`src/rtl/isct_pkg.sv`:
```
`timescale 1ns / 1ps
`default_nettype none

package isct_pkg;

    localparam int TABLE_ENTRIES = 16;
    localparam int IDX_W         = (TABLE_ENTRIES > 1) ? $clog2(TABLE_ENTRIES) : 1;
    localparam int ADDR_W        = 64;
    localparam int CONF_W        = 2;

    localparam logic [CONF_W-1:0] CONF_MAX     = 2'd3;
    localparam logic [CONF_W-1:0] CONF_TRAINED = 2'd2;
    localparam logic [CONF_W-1:0] CONF_NEW     = 2'd1;
    localparam logic [CONF_W-1:0] CONF_EMPTY   = 2'd0;

    typedef logic [1:0] mode_t;
    localparam mode_t MODE_OBSERVE = 2'd0;
    localparam mode_t MODE_QUERY   = 2'd1;
    localparam mode_t MODE_CLEAR   = 2'd2;

    typedef struct packed {
        logic capture;
        logic execute;
    } isct_cmd_t;

    typedef struct packed {
        logic                     confident;
        logic signed [ADDR_W-1:0] stride_out;
        logic                     trigger;
    } isct_out_t;

endpackage

`default_nettype wire

```
`src/rtl/isct_ctrl.sv`:
```
`timescale 1ns / 1ps
`default_nettype none

module isct_ctrl
    import isct_pkg::*;
(
    input  wire logic      aclk,
    input  wire logic      aresetn,
    input  wire logic      s_tvalid,
    output logic           s_tready,
    output logic           m_tvalid,
    input  wire logic      m_tready,
    output isct_cmd_t      cmd
);

    typedef enum logic [1:0] {
        ST_IDLE   = 2'b01,
        ST_UPDATE = 2'b10
    } state_t;

    state_t state_reg, state_next;
    logic   out_valid_reg, out_valid_next;
    logic   slot_free;

    assign slot_free = !out_valid_reg || m_tready;
    assign s_tready  = (state_reg == ST_IDLE);
    assign m_tvalid  = out_valid_reg;

    always_comb begin
        state_next     = state_reg;
        out_valid_next = out_valid_reg;
        cmd            = '0;
        if (out_valid_reg && m_tready) begin
            out_valid_next = 1'b0;
        end
        unique case (state_reg)
            ST_IDLE: begin
                if (s_tvalid) begin
                    cmd.capture = 1'b1;
                    state_next  = ST_UPDATE;
                end
            end
            ST_UPDATE: begin
                if (slot_free) begin
                    cmd.execute    = 1'b1;
                    out_valid_next = 1'b1;
                    state_next     = ST_IDLE;
                end
            end
            default: begin
                state_next = ST_IDLE;
            end
        endcase
    end

    always_ff @(posedge aclk) begin
        if (!aresetn) begin
            state_reg     <= ST_IDLE;
            out_valid_reg <= 1'b0;
        end else begin
            state_reg     <= state_next;
            out_valid_reg <= out_valid_next;
        end
    end

endmodule

`default_nettype wire

```
`config.mk`:
```
export PLATFORM = sky130hd
export DESIGN_NAME = isct_ctrl
export DESIGN_NICKNAME = d
export VERILOG_FILES = /design/src/rtl/isct_pkg.sv /design/src/rtl/isct_ctrl.sv
export SDC_FILE = /design/constraint.sdc
export NUM_CORES = 1
export LEC_CHECK = 0
export BUFFER_PORTS_ARGS = -buffer_cell sky130_fd_sc_hd__clkbuf_2
export CAP_MARGIN = 40
export CORE_AREA = 2 2 39 41
export CTS_BUF_LIST = sky130_fd_sc_hd__clkbuf_4 sky130_fd_sc_hd__clkbuf_8
export CTS_CLUSTER_DIAMETER = 50
export CTS_CLUSTER_SIZE = 28
export DETAILED_ROUTE_END_ITERATION = 16
export DIE_AREA = 0 0 41 43
export MAX_ROUTING_LAYER = met4
export PLACE_DENSITY_LB_ADDON = 0.05
export SYNTH_ARGS = -nofsm -noshare
export SYNTH_HDL_FRONTEND = slang
export SYNTH_SLANG_ARGS = --single-unit
```
`constraint.sdc`:
```
create_clock -name aclk -period 1 [get_ports aclk]
set_input_delay 0.15 -clock aclk [delete_from_list [all_inputs] [get_ports aclk]]
set_output_delay 0.15 -clock aclk [all_outputs]
set_load 0.01 [all_outputs]
```
==> results.sh, run 1 <==
export IMPL_power_density_nw_per_um2=1738
export IMPL_synth_top_family_by_area="simple AND/OR/NAND/NOR gates"
export IMPL_rr_startpoint="state_reg[1]$_SDFFE_PN0P_"
export IMPL_yosysSeqAreaShare=0.4752
export IMPL_violations="setup timing"
export IMPL_fp_dieW_um=41
export IMPL_die_area_sq_um=1763
export IMPL_synth_nets=16
export IMPL_drv_cap=0
export IMPL_critical_path_cell_chain="and3b_1 -> clkbuf_2"
export IMPL_drt_first_pass_iters=2
export IMPL_r2r_cells=3
export IMPL_clock_sinks=3
export IMPL_critPathKind="flop to primary output"
export IMPL_clk_latency_ns=0.23
export IMPL_worstReg2RegEnd="state_reg[1]$_SDFFE_PN0P_"
export IMPL_cts_hold_buf=0
export IMPL_stdcell_count=41
export IMPL_critPathCaptureType="primary output"
export IMPL_avgSynthCellArea_sq_um=10.53
export IMPL_finalSetupViolations=2
export IMPL_drc=0
export IMPL_hold_start="aresetn"
export IMPL_synth_adder_area_share=0
export IMPL_cpPeakStageDelay_ns=0.33
export IMPL_fin_ws_ns=-0.07477
export IMPL_syn2layout_area_growth_pct=87.13
export IMPL_synthSimpleGateAreaFrac=0.3663
export IMPL_rrSetupSlack_ns=0.03
export IMPL_track_usage=0.05550
export IMPL_slew_violations=0
export IMPL_drive_gt1_frac=0.6800
export IMPL_hold_violations=0
export IMPL_final_common_cell="clkbuf_2"
export IMPL_synth_xor_area_frac=0
export IMPL_grt_first_pass_wirelength_um=579
export IMPL_synth_top_area_frac=0.4752
export IMPL_grt_pass1_vias=140
export IMPL_slowest_stage="dfxtp_2"
export IMPL_largest_reg_flops=2
export IMPL_grt_ovfl_total=0
export IMPL_synth_top_cell_by_area="dfxtp_1"
export IMPL_skew_ns=0.001154
export IMPL_synth_cell_types=8
export IMPL_core_area_sq_um=1384
export IMPL_dp_cells=35
export IMPL_synth_compound_area_frac=0.1584
export IMPL_mostFrequentLayoutCells="clkbuf_2, clkbuf_4"
export IMPL_antenna_left=0
export IMPL_cts_tree="yes"
export IMPL_grt_antenna_before_repair=0
export IMPL_rows=14
export IMPL_syn_inst=12
export IMPL_synth_mux_area_frac=0
export IMPL_arrival_ns=0.92
export IMPL_period_needed_ns=1.075
export IMPL_clkSlewWorstSetupHoldPaths_ns=0.04
export IMPL_diodes=0
export IMPL_rsz0062_at_grt="yes"
export IMPL_cp_data_required_time_ns=0.85
export IMPL_total_leakage_power_nw=0.1130
export IMPL_die_y_um=43
export IMPL_grt_max_degree=5
export IMPL_outcome="complete, but fails checks"
export IMPL_min_to="state_reg[0]$_SDFFE_PN1P_"
export IMPL_yosys_top_cells_area="dfxtp_1, and4bb_2, nand2b_1"
export IMPL_portBuffers=7
export IMPL_netlist_area_sq_um=126.4
export IMPL_cts_root_buf="clkbuf_4"
export IMPL_fmax_mhz=930.4
export IMPL_yosys_register_bits=3
export IMPL_critPathMaxFanout=4
export IMPL_pin_count=8
export IMPL_cts_buffer_depth=2
export IMPL_fin_nets=30
export IMPL_worst_slew_pin_slew_ns=0.1200
export IMPL_period_share=1.075
export IMPL_startpoint_type="flop"
export IMPL_wire_per_inst_um=8.610
export IMPL_hold_depth=2
export IMPL_ys_warn_count=0
export IMPL_cts_made_buffers=3
export IMPL_routed_wirelength_um=353
export IMPL_holdCritPathClass="input pin to flop"
export IMPL_gp_congestion=0.6590
export IMPL_vias=130
export IMPL_start_util=0.09132
export IMPL_htree_levels=1
export IMPL_pre_cts_ws_ns=0.1352
export IMPL_initialDrtViolationCount=1
export IMPL_relSlewSlack=0.9195
export IMPL_vdd_ir_drop_max_mv=0.7893
export IMPL_vias_per_cell=3.171
[per-layer routing]
layer,track usage,wire length (um),part of all wire
met1,0.05449,136,0.39
met2,0.05938,141,0.40
met3,0.06283,75,0.21
met4,0.04000,0,0
met5,-,0,0
[worst max-delay path by stage]
stage / start / to / slack [ns] / depth (start not counted)
after floorplan: state_reg[1]$_SDFFE_PN0P_ / state_reg[1]$_SDFFE_PN0P_ / 0.15 / 2
after global placement: state_reg[0]$_SDFFE_PN1P_ / cmd[0] / 0.13 / 3
after detailed placement: state_reg[0]$_SDFFE_PN1P_ / cmd[0] / 0.14 / 3
after CTS: state_reg[0]$_SDFFE_PN1P_ / cmd[0] / -0.09 / 3
after global routing: state_reg[0]$_SDFFE_PN1P_ / cmd[0] / -0.15 / 3
final: state_reg[1]$_SDFFE_PN0P_ / cmd[1] / -0.07 / 2
[through the flow]
| step | util | hold WS, ns | TNS [ns] | instance area (sq um) | total power [mW] |
|---|---|---|---|---|---|
| global route | 0.1709 | 0.1526 | -0.3178 | 236.5 | 0.4483 |
| floorplan | - | 0.2300 | 0 | 126.4 | 0.1504 |
| finish | 0.1709 | 0.1338 | -0.1425 | 236.5 | 0.4109 |
| CTS | 0.1655 | 0.1341 | -0.1762 | 229.0 | 0.4251 |
| global placement | 0.1311 | 0.3869 | 0 | 181.4 | 0.1704 |
| detailed placement | 0.1311 | 0.3855 | 0 | 181.4 | 0.1694 |
[cells by family (layout without fill, tap and decap cells)]
family / after synthesis / count (layout)
AND/OR/NAND/NOR: 6 / 6
buffers and inverters: 0 / 13
flip-flops: 3 / 3
AO/OA/AOI/OAI: 3 / 3
[where the power goes]
group          switching, mW  total [mW]  internal, mW
logic                 0.0166      0.0431        0.0265
registers            0.00610       0.134         0.127
clock network         0.0581       0.234         0.176
total                 0.0808       0.411         0.330
[worst max-delay path, delay by kind of cell (launching register included)]
kind | cells | cell delay [ns]
buf+inv | 1 | 0.13
flops | 1 | 0.33
simple gates | 1 | 0.23
[repair_timing]
item                       in CTS  in global routing
setup endpoints to repair       3                  4
buffers inserted                1                  1
resized for setup               3                  2
[area by class of cell]
type | count | area (sq um)
tap | 16 | 20.02
multi-input combinational | 9 | 73.82
timing repair buffer | 9 | 50.05
sequential | 3 | 62.56
fill | 158 | 1147
clock buffer | 4 | 30.03
[synthesized netlist by cell type]
cell,n
o21a_1,1
and3b_1,1
o21ai_1,1
and4bb_2,1
a21boi_1,1
nor2b_1,2
dfxtp_1,3
nand2b_1,2
No activity file was read; power rests on OpenSTA's default activity.
==> run 2: changes to the inputs <==
--- a/config.mk
+++ b/config.mk
@@ -5,6 +5,7 @@
 export SDC_FILE = /design/constraint.sdc
 export NUM_CORES = 1
 export LEC_CHECK = 0
+export ABC_AREA = 1
 export BUFFER_PORTS_ARGS = -buffer_cell sky130_fd_sc_hd__clkbuf_2
 export CAP_MARGIN = 40
 export CORE_AREA = 2 2 39 41
@@ -13,6 +14,7 @@
 export CTS_CLUSTER_SIZE = 28
 export DETAILED_ROUTE_END_ITERATION = 16
 export DIE_AREA = 0 0 41 43
+export HOLD_SLACK_MARGIN = 0.03
 export MAX_ROUTING_LAYER = met4
 export PLACE_DENSITY_LB_ADDON = 0.05
 export SYNTH_ARGS = -nofsm -noshare
==> run 2 against run 1 <==
Compared with the run above:
- the run still ends with setup timing left
- first-iteration DRC count unchanged
- fmax up 3.3%
- via count up 12%
- die area unchanged
- final cell count up 12%
- critical path type unchanged
- largest power group unchanged
==> results.sh, run 2 <==
export IMPL_total_leakage_power_nw=0.1254
export IMPL_wire_per_inst_um=6.739
export IMPL_startpoint_type="flop"
export IMPL_synth_top_area_frac=0.4138
export IMPL_antenna_left=0
export IMPL_slowest_stage="dfxtp_2"
export IMPL_grt_first_pass_wirelength_um=545
export IMPL_yosys_top_cells_area="dfxtp_1, inv_1, nand2_1"
export IMPL_cts_tree="yes"
export IMPL_routed_wirelength_um=310
export IMPL_diodes=0
export IMPL_setup_tns_ns=-0.04022
export IMPL_critPathKind="flop to primary output"
export IMPL_critical_path_cell_chain="inv_4 -> nor3_2 -> buf_2"
export IMPL_hold_violations=0
export IMPL_synth_most_common_cell="inv_1"
export IMPL_synth_cell_types=10
export IMPL_drt_first_pass_iters=2
export IMPL_yosysSeqAreaShare=0.4138
export IMPL_synth_nets=22
export IMPL_grt_pass1_vias=145
export IMPL_fmax_mhz=961.3
export IMPL_track_usage=0.05430
export IMPL_critPathCaptureType="primary output"
export IMPL_holdCritPathClass="input pin to flop"
export IMPL_synth_top_cell_by_area="dfxtp_1"
export IMPL_clock_sinks=3
export IMPL_drive_gt1_frac=0.7333
export IMPL_final_common_cell="clkbuf_2"
export IMPL_fin_nets=35
export IMPL_vias_per_cell=3.152
export IMPL_worst_slew_pin_slew_ns=0.1145
export IMPL_netlist_area_sq_um=145.1
export IMPL_power_density_nw_per_um2=1606
export IMPL_async_flop_share=0
export IMPL_clkSlewWorstSetupHoldPaths_ns=0.03
export IMPL_period_share=1.040
export IMPL_violations="setup timing"
export IMPL_ys_warn_count=0
export IMPL_skew_ns=0.002739
export IMPL_drv_cap=0
export IMPL_p_total_uw=423.9
export IMPL_synth_commonest_cells="inv_1, dfxtp_1, nand2_1"
export IMPL_yosys_register_bits=3
export IMPL_grt_max_degree=5
export IMPL_drc=0
export IMPL_htree_levels=1
export IMPL_die_area_sq_um=1763
export IMPL_die_y_um=43
export IMPL_initialDrtViolationCount=1
export IMPL_cts_made_buffers=3
export IMPL_rsz0062_at_grt="yes"
export IMPL_placed_area_sq_um=200.2
export IMPL_period_needed_ns=1.040
export IMPL_syn_inst=18
export IMPL_relSlewSlack=0.9235
export IMPL_dp_hpwl_um=270.5
export IMPL_rows=14
export IMPL_cts_hold_buf=0
export IMPL_fin_ws_ns=-0.04022
export IMPL_pin_count=8
export IMPL_syn2layout_area_growth_pct=81.90
export IMPL_cts_root_buf="clkbuf_4"
export IMPL_fp_dieW_um=41
export IMPL_mostFrequentLayoutCells="clkbuf_2, clkbuf_4, nand2_1, inv_1"
export IMPL_largest_reg_flops=2
export IMPL_cpPeakStageDelay_ns=0.33
export IMPL_grt_antenna_before_repair=0
export IMPL_critPathMaxFanout=4
export IMPL_critical_path_buf_inv_count=2
export IMPL_outcome="complete, but fails checks"
export IMPL_grt_ovfl_total=0
export IMPL_portBuffers=7
export IMPL_cp_data_required_time_ns=0.85
export IMPL_arrival_ns=0.89
export IMPL_core_area_sq_um=1384
export IMPL_cts_buffer_depth=2
export IMPL_critPathTopFamily="flip-flops"
export IMPL_vdd_ir_drop_max_mv=0.5254
export IMPL_vias=145
export IMPL_gp_congestion=0.6226
export IMPL_finalSetupViolations=1
export IMPL_start_util=0.1049
export IMPL_design_area_sq_um=264.0
export IMPL_avgSynthCellArea_sq_um=8.063
export IMPL_synth_edf_count=0
export IMPL_synth_main_ff_cell="dfxtp_1"
export IMPL_clk_latency_ns=0.23
export IMPL_slew_violations=0
-- run 2: final cells by class --
cell class | count | area [sq um]
fill | 165 | 1120
multi-input combinational | 10 | 78.83
sequential | 3 | 65.06
timing repair buffer | 8 | 48.80
clock buffer | 4 | 30.03
inverter | 5 | 21.27
tap | 16 | 20.02
-- run 2: per-stage QoR --
| step | std cells | hold slack, ns | util | setup WS [ns] |
|---|---|---|---|---|
| 2_1_floorplan | 18 | 0.2187 | - | 0.1366 |
| 3_3_place_gp | 41 | 0.3447 | 0.1447 | 0.1180 |
| 3_5_place_dp | 41 | 0.3455 | 0.1447 | 0.1213 |
| 4_1_cts | 45 | 0.1045 | 0.1772 | -0.07055 |
| 5_1_grt | 46 | 0.1151 | 0.1908 | -0.1133 |
| 6_report | 46 | 0.1095 | 0.1908 | -0.04022 |
-- run 2: timing repair --
item | in CTS | in global routing
setup buffers | 0 | 1
hold endpoints to repair | 0 | 0
setup endpoints to repair | 3 | 3
gates resized for setup | 5 | 6
-- run 2: cells by family (layout without fill, tap and decap cells) --
family | after synthesis | after routing | synth area share
and+or+nand+nor | 8 | 8 | 0.3448
DFF | 3 | 3 | 0.4138
AOI/OAI and AO/OA | 2 | 2 | 0.1121
buffers and inverters | 5 | 17 | 0.1293
-- run 2: worst reg2reg max path, cell delays in order (launching register included) --
cell	delay [ns]
dfxtp_2	0.32
inv_4	0.08
nand3_4	0.07
buf_4	0.14
nand2_1	0.05
nand2_1	0.04
-- run 2: report_power, final --
part           internal (mW)  leakage [nW]  total (mW)  switching [mW]
Combinational         0.0298        0.0820      0.0584          0.0286
Clock                  0.176        0.0184       0.232          0.0564
Sequential             0.126        0.0250       0.133         0.00691
Total                  0.332         0.125       0.424          0.0919
-- run 2: worst paths after layout --
check / end / slack, ns / depth (start not counted) / startpoint
worst max-delay path: cmd[0] / -0.04 / 3 / state_reg[1]$_SDFFE_PN0P_
worst min-delay path: state_reg[0]$_SDFFE_PN1P_ / 0.11 / 2 / aresetn
worst max register to register: state_reg[0]$_SDFFE_PN1P_ / 0.21 / 5 / state_reg[1]$_SDFFE_PN0P_
worst min register to register: state_reg[1]$_SDFFE_PN0P_ / 0.58 / 4 / m_tvalid$_SDFF_PN0_
-- run 2: metal layers --
metal	vias to the layer above	global-route usage	wire [um]
met1	59	0.06032	132
met3	2	0.06283	39
met4	0	0.04000	14
met5	-	-	0
li1	76	-	-
met2	8	0.05000	124
